**src/hw/rtl/pasp_pkg.sv**
```systemverilog
// Package with shared constants, types and a helper function for the arity stack planner.
`default_nettype none

package pasp_pkg;

    localparam int MAX_FRAMES  = 256;
    localparam int COUNT_WIDTH = 16;
    localparam int ADDR_W      = $clog2(MAX_FRAMES);
    localparam int DEPTH_W     = $clog2(MAX_FRAMES + 1);
    localparam int IN_COUNT_W  = 16;
    localparam int POS_W       = 16;
    localparam int PEAK_W      = 9;
    localparam int LIMIT_W     = 9;
    localparam int PEAK_MAX    = 511;
    localparam int LIMIT_RESET = 256;

    typedef enum logic [1:0] {
        STATUS_ACCEPTED    = 2'd0,
        STATUS_LIMIT       = 2'd1,
        STATUS_NO_CONVERGE = 2'd2,
        STATUS_DONE        = 2'd3
    } status_t;

    typedef enum logic [1:0] {
        S_IDLE,
        S_POP,
        S_WAIT,
        S_EMIT
    } state_t;

    typedef struct packed {
        status_t             status;
        logic [POS_W-1:0]    node_position;
        logic [PEAK_W-1:0]   peak_frames;
        logic [PEAK_W-1:0]   peak_operands;
    } result_t;

    function automatic logic [PEAK_W-1:0] peak_out(input logic [DEPTH_W-1:0] value);
        logic [31:0] wide;
        wide = 32'(value);
        if (wide > 32'(PEAK_MAX)) begin
            return PEAK_W'(PEAK_MAX);
        end
        return PEAK_W'(wide);
    endfunction

endpackage

`default_nettype wire

```
**src/hw/rtl/preorder_arity_stack_planner.sv**
```systemverilog
// Top level of the preorder arity stack planner: ports, limit register and output register.
//
// Channel  Direction  Handshake            Transaction contents
// in       input      in_valid / in_stall  num_children, is_end
// out      output     out_valid / out_stall status, node_position, peak_frames, peak_operands
// cfg      input      cfg_valid / cfg_ready max_open
//
// A node passes from idle through pop to emit; each finished frame that it pops from a deeper
// stack adds a wait and a further pop, and the pop that leaves the stack empty adds one pop.
// The pop loop waits in the wait state for the registered read of the counter memory.
// Reset clears all control state; the counter memory needs no clearing pass.
// A result waits in the output register while the next transaction is accepted.
`default_nettype none

module preorder_arity_stack_planner (
    input  wire logic                               clk,
    input  wire logic                               rst_n,
    input  wire logic                               in_valid,
    output logic                                    in_stall,
    input  wire logic [pasp_pkg::IN_COUNT_W-1:0]    num_children,
    input  wire logic                               is_end,
    output logic                                    out_valid,
    input  wire logic                               out_stall,
    output logic [1:0]                              status,
    output logic [pasp_pkg::POS_W-1:0]              node_position,
    output logic [pasp_pkg::PEAK_W-1:0]             peak_frames,
    output logic [pasp_pkg::PEAK_W-1:0]             peak_operands,
    input  wire logic                               cfg_valid,
    output logic                                    cfg_ready,
    input  wire logic [pasp_pkg::LIMIT_W-1:0]       max_open
);

    logic [pasp_pkg::LIMIT_W-1:0] limit_reg;
    logic                         out_valid_reg;
    pasp_pkg::result_t            out_reg;
    logic                         engine_idle;
    logic                         res_valid;
    logic                         res_ready;
    pasp_pkg::result_t            res;

    assign cfg_ready = 1'b1;
    assign in_stall  = !engine_idle;
    assign res_ready = !out_valid_reg || !out_stall;

    pasp_engine u_engine (
        .clk          (clk),
        .rst_n        (rst_n),
        .start        (in_valid && engine_idle),
        .num_children (num_children),
        .is_end       (is_end),
        .max_open     (limit_reg),
        .res_ready    (res_ready),
        .idle         (engine_idle),
        .res_valid    (res_valid),
        .res          (res)
    );

    always_ff @(posedge clk or negedge rst_n)
    begin
        if (!rst_n)
        begin
            limit_reg     <= pasp_pkg::LIMIT_W'(pasp_pkg::LIMIT_RESET);
            out_valid_reg <= 1'b0;
        end
        else
        begin
            if (cfg_valid && cfg_ready)
            begin
                limit_reg <= max_open;
            end
            if (res_valid)
            begin
                out_valid_reg <= 1'b1;
            end
            else if (!out_stall)
            begin
                out_valid_reg <= 1'b0;
            end
        end
    end

    always_ff @(posedge clk)
    begin
        if (res_valid)
        begin
            out_reg <= res;
        end
    end

    assign out_valid     = out_valid_reg;
    assign status        = out_reg.status;
    assign node_position = out_reg.node_position;
    assign peak_frames   = out_reg.peak_frames;
    assign peak_operands = out_reg.peak_operands;

`ifndef NO_ASSERTIONS
    // Frame depth and operand depth move together, so their peaks agree.
    assert property (@(posedge clk) disable iff (!rst_n)
        out_valid |-> peak_frames == peak_operands)
        else $error("peak frame and operand depths differ");

    // An accepted node has pushed a frame, so the peak is at least one.
    assert property (@(posedge clk) disable iff (!rst_n)
        (out_valid && status == pasp_pkg::STATUS_ACCEPTED) |-> peak_frames != '0)
        else $error("accepted node reports zero peak depth");

    // One transaction is in work at a time.
    assert property (@(posedge clk) disable iff (!rst_n)
        (in_valid && !in_stall) |=> in_stall)
        else $error("input taken while a transaction is in work");
`endif

endmodule

`default_nettype wire

```
**src/hw/rtl/pasp_ram.sv**
```systemverilog
// Generic single-write, single-read synchronous RAM with a registered read port.
`default_nettype none

module pasp_ram #(
    parameter int WIDTH = 16,
    parameter int DEPTH = 256
) (
    input  wire logic                     clk,
    input  wire logic                     wr_en,
    input  wire logic [$clog2(DEPTH)-1:0] wr_addr,
    input  wire logic [WIDTH-1:0]         wr_data,
    input  wire logic                     rd_en,
    input  wire logic [$clog2(DEPTH)-1:0] rd_addr,
    output logic      [WIDTH-1:0]         rd_data
);

    logic [WIDTH-1:0] mem [DEPTH];

    always_ff @(posedge clk)
    begin
        if (wr_en)
        begin
            mem[wr_addr] <= wr_data;
        end
        if (rd_en)
        begin
            rd_data <= mem[rd_addr];
        end
    end

endmodule

`default_nettype wire

```
**src/hw/rtl/pasp_engine.sv**
```systemverilog
// Stack engine: sequencer, top-of-stack register and the counter memory below it.
`default_nettype none

module pasp_engine (
    input  wire logic                                clk,
    input  wire logic                                rst_n,
    input  wire logic                                start,
    input  wire logic [pasp_pkg::IN_COUNT_W-1:0]     num_children,
    input  wire logic                                is_end,
    input  wire logic [pasp_pkg::LIMIT_W-1:0]        max_open,
    input  wire logic                                res_ready,
    output logic                                     idle,
    output logic                                     res_valid,
    output pasp_pkg::result_t                        res
);

    pasp_pkg::state_t                      state_reg, state_next;
    logic [pasp_pkg::DEPTH_W-1:0]          depth_reg, depth_next;
    logic [pasp_pkg::DEPTH_W-1:0]          peak_reg, peak_next;
    logic [pasp_pkg::POS_W-1:0]            pos_reg, pos_next;
    pasp_pkg::status_t                     err_reg, err_next;
    logic [pasp_pkg::COUNT_WIDTH-1:0]      top_reg, top_next;
    logic [pasp_pkg::COUNT_WIDTH-1:0]      count_reg, count_next;
    logic                                  end_reg, end_next;

    logic                                  wr_en;
    logic [pasp_pkg::ADDR_W-1:0]           wr_addr;
    logic [pasp_pkg::COUNT_WIDTH-1:0]      wr_data;
    logic                                  rd_en;
    logic [pasp_pkg::ADDR_W-1:0]           rd_addr;
    logic [pasp_pkg::COUNT_WIDTH-1:0]      rd_data;

    logic [pasp_pkg::DEPTH_W-1:0]          depth_inc;
    logic [pasp_pkg::DEPTH_W-1:0]          peak_push;
    logic                                  stack_full;

    pasp_ram #(
        .WIDTH (pasp_pkg::COUNT_WIDTH),
        .DEPTH (pasp_pkg::MAX_FRAMES)
    ) u_stack_ram (
        .clk     (clk),
        .wr_en   (wr_en),
        .wr_addr (wr_addr),
        .wr_data (wr_data),
        .rd_en   (rd_en),
        .rd_addr (rd_addr),
        .rd_data (rd_data)
    );

    assign depth_inc  = depth_reg + pasp_pkg::DEPTH_W'(1);
    assign peak_push  = (depth_inc > peak_reg) ? depth_inc : peak_reg;
    assign stack_full = (32'(depth_reg) >= 32'(max_open)) ||
                        (32'(depth_reg) >= 32'(pasp_pkg::MAX_FRAMES));
    assign idle       = (state_reg == pasp_pkg::S_IDLE);
    assign wr_addr    = pasp_pkg::ADDR_W'(depth_reg - pasp_pkg::DEPTH_W'(1));
    assign wr_data    = top_reg - pasp_pkg::COUNT_WIDTH'(1);
    assign rd_addr    = pasp_pkg::ADDR_W'(depth_reg - pasp_pkg::DEPTH_W'(2));

    always_ff @(posedge clk or negedge rst_n)
    begin
        if (!rst_n)
        begin
            state_reg <= pasp_pkg::S_IDLE;
            depth_reg <= '0;
            peak_reg  <= '0;
            pos_reg   <= '0;
            err_reg   <= pasp_pkg::STATUS_ACCEPTED;
        end
        else
        begin
            state_reg <= state_next;
            depth_reg <= depth_next;
            peak_reg  <= peak_next;
            pos_reg   <= pos_next;
            err_reg   <= err_next;
        end
    end

    always_ff @(posedge clk)
    begin
        top_reg   <= top_next;
        count_reg <= count_next;
        end_reg   <= end_next;
    end

    always_comb
    begin
        state_next = state_reg;
        depth_next = depth_reg;
        peak_next  = peak_reg;
        pos_next   = pos_reg;
        err_next   = err_reg;
        top_next   = top_reg;
        count_next = count_reg;
        end_next   = end_reg;
        wr_en      = 1'b0;
        rd_en      = 1'b0;
        res_valid  = 1'b0;
        res.status        = err_reg;
        res.node_position = pos_reg;
        res.peak_frames   = pasp_pkg::peak_out(peak_reg);
        res.peak_operands = pasp_pkg::peak_out(peak_reg);

        unique case (state_reg)
            pasp_pkg::S_IDLE:
            begin
                if (start)
                begin
                    count_next = pasp_pkg::COUNT_WIDTH'(num_children);
                    end_next   = is_end;
                    state_next = pasp_pkg::S_POP;
                end
            end
            pasp_pkg::S_POP:
            begin
                if (err_reg == pasp_pkg::STATUS_ACCEPTED && depth_reg != '0 &&
                    top_reg == '0)
                begin
                    depth_next = depth_reg - pasp_pkg::DEPTH_W'(1);
                    if (depth_reg > pasp_pkg::DEPTH_W'(1))
                    begin
                        rd_en      = 1'b1;
                        state_next = pasp_pkg::S_WAIT;
                    end
                end
                else
                begin
                    state_next = pasp_pkg::S_EMIT;
                end
            end
            pasp_pkg::S_WAIT:
            begin
                top_next   = rd_data;
                state_next = pasp_pkg::S_POP;
            end
            pasp_pkg::S_EMIT:
            begin
                if (res_ready)
                begin
                    res_valid  = 1'b1;
                    state_next = pasp_pkg::S_IDLE;
                    if (end_reg)
                    begin
                        if (err_reg != pasp_pkg::STATUS_ACCEPTED)
                        begin
                            res.status = err_reg;
                        end
                        else if (depth_reg != '0)
                        begin
                            res.status = pasp_pkg::STATUS_NO_CONVERGE;
                        end
                        else
                        begin
                            res.status = pasp_pkg::STATUS_DONE;
                        end
                        depth_next = '0;
                        peak_next  = '0;
                        pos_next   = '0;
                        err_next   = pasp_pkg::STATUS_ACCEPTED;
                    end
                    else if (err_reg != pasp_pkg::STATUS_ACCEPTED)
                    begin
                        res.status = err_reg;
                    end
                    else if (stack_full)
                    begin
                        res.status = pasp_pkg::STATUS_LIMIT;
                        err_next   = pasp_pkg::STATUS_LIMIT;
                    end
                    else
                    begin
                        // The parent's counter, less one, moves into memory; the new frame becomes the top.
                        wr_en             = (depth_reg != '0);
                        top_next          = count_reg;
                        depth_next        = depth_inc;
                        peak_next         = peak_push;
                        pos_next          = pos_reg + pasp_pkg::POS_W'(1);
                        res.status        = pasp_pkg::STATUS_ACCEPTED;
                        res.peak_frames   = pasp_pkg::peak_out(peak_push);
                        res.peak_operands = pasp_pkg::peak_out(peak_push);
                    end
                end
            end
            default:
            begin
                state_next = pasp_pkg::S_IDLE;
            end
        endcase
    end

endmodule

`default_nettype wire
```
**config.mk**
```make
export PLATFORM = sky130hd
export DESIGN_NAME = preorder_arity_stack_planner
export DESIGN_NICKNAME = d
export VERILOG_FILES = /design/src/hw/rtl/pasp_pkg.sv /design/src/hw/rtl/preorder_arity_stack_planner.sv /design/src/hw/rtl/pasp_ram.sv /design/src/hw/rtl/pasp_engine.sv
export SDC_FILE = /design/constraint.sdc
export NUM_CORES = 2
export LEC_CHECK = 0
export BUFFER_PORTS_ARGS = -buffer_cell sky130_fd_sc_hd__buf_4
export CAP_MARGIN = 5
export CORE_MARGIN = 2
export CORE_UTILIZATION = 40
export DETAILED_ROUTE_END_ITERATION = 8
export GPL_ROUTABILITY_DRIVEN = 0
export PLACE_DENSITY = 0.61
export SETUP_SLACK_MARGIN = 0.3
export SYNTH_ARGS = -nofsm -noshare
export SYNTH_HDL_FRONTEND = slang
export SYNTH_SLANG_ARGS = --single-unit
```
**constraint.sdc**
```tcl
create_clock -name clk -period 28.5 [get_ports clk]
set_input_delay 1.425 -clock clk [delete_from_list [all_inputs] [get_ports clk]]
set_output_delay 1.425 -clock clk [all_outputs]
set_load 0.02 [all_outputs]
```
==> metrics.cfg <==
[final_layout]
final_cell_area_um2 = 185000
largest_register_ffs = 4096
nNetsFinal = 7480
regMostFlops = u_engine.u_stack_ram.mem
layout-drive-gt1-share = 0.309
syn2layout_area_growth_pct = 13.2

[setup_path]
max_stage_delay_ns = 0.88
worstReg2RegEnd = u_engine.u_stack_ram.rd_data[15]
cp_cell_sequence = buf_4, buf_4, buf_4, buf_4, buf_4, mux4_2, mux4_2, nor2_1, nor2_1, o22ai_1, nor3_1
reg2reg_setup_slack_ns = 21.56
crit_slowest_cell = buf_4
cp_max_fo = 47
worstSetupStartpointType = register
setup.worst_path.class = reg -> reg
reg2reg_depth = 11
arrival_ns = 7.59
r2r_start = u_engine.depth_reg[0]
critPathBufInv = 5
worstPathRequired_ns = 29.15
endpoint_kind = register
cp_common_cell = buf_4
cp_top_family = buffers and inverters

[routing]
routed_wl_um = 436000
drtIter0Drc = 10316
via_count = 77574
vias_per_cell = 5.88
remaining_drc_errors = 0
wl_per_cell_um = 33.1
postRouteAntennaNets = 0
dr.pass1.iters = 6

[cts]
cts.path.max_buffers = 4
insertion_delay_ns = 0.98
cts_buffers = 418
cts_resized = 0
path_clk_slew_ns = 0.06
cts_sinks = 4219
tritoncts = built
cts_post_setup_buffers_inserted = 0
root_buffer = clkbuf_16
hold_buffers = 0
h-tree-depth = 5

[power]
switchingPower_mw = 6.71
ir_drop_v = 0.000109
seq_power_share = 0.390
power.share.clock = 0.269
power_density_nw_per_um2 = 107
swShare = 0.340
comb_power_share = 0.341
intPower_mw = 13.0
p_leak_nw = 56.8

[synthesis]
synth_cells = 7052
synth_enable_flop_cells = 4172
synth.distinct_cells = 65
syn_area_um2 = 163000
ys.flop_type = edfxtp_1
yosysTopAreaCell = edfxtp_1
synth_top_area_share = 0.769
yosysSeqAreaShare = 0.776
synth.avg_cell_area_um2 = 23.1
yosysWarnings = 0
syn_nets = 7114
yosys-top-cells-area = edfxtp_1 77%, mux4_2 17%, nor2_1 0.79%
ys_async_sr_fraction = 0.0111
ys_ff_latch = 4219

[sta]
rsz0062_at_grt = false
min_period_ns = 6.94
slew_violations = 2
slew_headroom = -0.0227
max_freq_mhz = 144
tightest_slew_ns = 1.52
timing.final.crit_share = 0.243
hold_viol_final = 0
finClkSkew_ns = 0.0637
setup_viol = 0
final.setup.tns_ns = 0

[grt]
grt.overflow.total = 0
grt.total_usage = 0.208
grt_max_degree = 181
grt_pass1_wl_um = 610000
antenna_found_initial = 19
grt_pass1_vias = 76607

[die]
die_area_um2 = 413000
die_width_um = 642
std_cell_rows = 234
initial_core_util = 0.401
io_pins = 70
fp.coreArea_um2 = 406000
die_y_um = 642

[placed_design]
place_area_um2 = 171000
dp_hpwl_um = 266000
port_buffers = 68

[run_status]
outcome = complete, but fails checks
violations = max-capacitance violations, max-slew violations

[hold_path]
hold_path_class = in -> async

[flow_run]
cap_violations = 1

-- how the worst max path moves through the flow --
stage / startpoint / endpoint / cells past startpoint
detailed placement: u_engine.depth_reg[0] / u_engine.u_stack_ram.rd_data[15] / 11
finish: u_engine.depth_reg[0] / u_engine.u_stack_ram.rd_data[15] / 11
global route: u_engine.depth_reg[0] / u_engine.u_stack_ram.rd_data[0] / 11
floorplan: u_engine.top_reg[0] / u_engine.u_stack_ram.mem[0][15] / 5
global placement: u_engine.depth_reg[0] / u_engine.u_stack_ram.rd_data[8] / 11
CTS: u_engine.depth_reg[0] / u_engine.u_stack_ram.rd_data[15] / 11
-- synthesized netlist by cell type, types with 28 or more instances --
library cell     n
mux4_2        1232
edfxtp_1      4172
clkbuf_1       177
ha_1            31
xnor2_1         28
o22ai_1        102
and3_1          49
buf_2          117
nor2_1         343
inv_1           29
mux2i_1         64
dfrtp_1         46
nand2_1        280
buf_4           58
-- cells in the final DEF (no fill, tap or decap), types with 14 or more instances in the layout --
cell,synthesis,final
nand2_1,280,277
or4_1,16,16
nor2_1,343,157
clkbuf_1,177,94
xnor2_1,28,23
inv_1,29,27
ha_1,31,30
a2111oi_0,18,18
o22ai_1,102,102
nor3_2,14,19
nor3_1,25,20
a21oi_1,21,21
nor2_2,0,186
dfrtp_1,46,44
mux2i_1,64,64
and3_1,49,49
mux4_2,1232,1232
buf_12,0,14
o21ai_0,19,19
clkinv_2,0,70
a211oi_1,21,21
bufinv_16,0,28
edfxtp_1,4172,4172
clkinv_1,0,97
buf_4,58,314
clkbuf_16,0,421
a311o_1,16,16
-- layout make-up --
type / count / area [um2]
Inverter: 29 / 124
Sequential cell: 4219 / 126000
Fill cell: 33303 / 222000
Tap cell: 5428 / 6790
Clock buffer: 519 / 10900
Timing Repair Buffer: 335 / 2750
Clock inverter: 242 / 2160
Antenna cell: 13 / 32.5
Multi-Input combinational cell: 2415 / 35300
-- cells by family (layout without fill, tap and decap cells) --
logic type / count (synthesis) / in the layout / share of synthesized area
adder cells (fa/ha/maj): 31 / 31 / 0.00238
buffers and inverters: 418 / 1125 / 0.0127
flip-flops: 4219 / 4219 / 0.776
AND/OR/NAND/NOR: 794 / 794 / 0.0215
AO/OA/AOI/OAI: 233 / 233 / 0.00985
other: 1 / 14 / 0.0000230
XOR/XNOR: 49 / 49 / 0.00284
multiplexers: 1307 / 1307 / 0.175
-- power groups by stage --
| stage | clock (mW) | combinational [mW] | sequential [mW] |
|---|---|---|---|
| detailed placement | 0 | 6.78 | 7.83 |
| global placement | 0 | 6.70 | 7.82 |
| finish | 5.32 | 6.73 | 7.70 |
| CTS | 5.39 | 6.79 | 7.69 |
| global route | 5.62 | 7.01 | 7.70 |
| floorplan | 0 | 4.12 | 8.03 |
-- routing by layer --
| metal | vias up | track usage | share of wire |
|---|---|---|---|
| li1 | 30690 | - | - |
| met1 | 42594 | 0.289 | 0.40 |
| met2 | 3614 | 0.330 | 0.48 |
| met3 | 664 | 0.0465 | 0.090 |
| met4 | 12 | 0.0605 | 0.031 |
| met5 | - | 0 | 0.00019 |
-- through the flow --
| step | utilization | setup slack, ns | hold WS [ns] | total power, mW | instances |
|---|---|---|---|---|---|
| floorplan | - | 15.27 | 0.459 | 12.1 | 7052 |
| finish | 0.454 | 21.56 | 0.498 | 19.7 | 13200 |
| detailed placement | 0.422 | 21.36 | 0.478 | 14.6 | 12423 |
| global placement | 0.422 | 21.35 | 0.479 | 14.5 | 12415 |
| CTS | 0.454 | 21.34 | 0.473 | 19.9 | 13184 |
| global route | 0.454 | 20.90 | 0.499 | 20.3 | 13189 |
No activity file was read; power rests on OpenSTA's default activity.
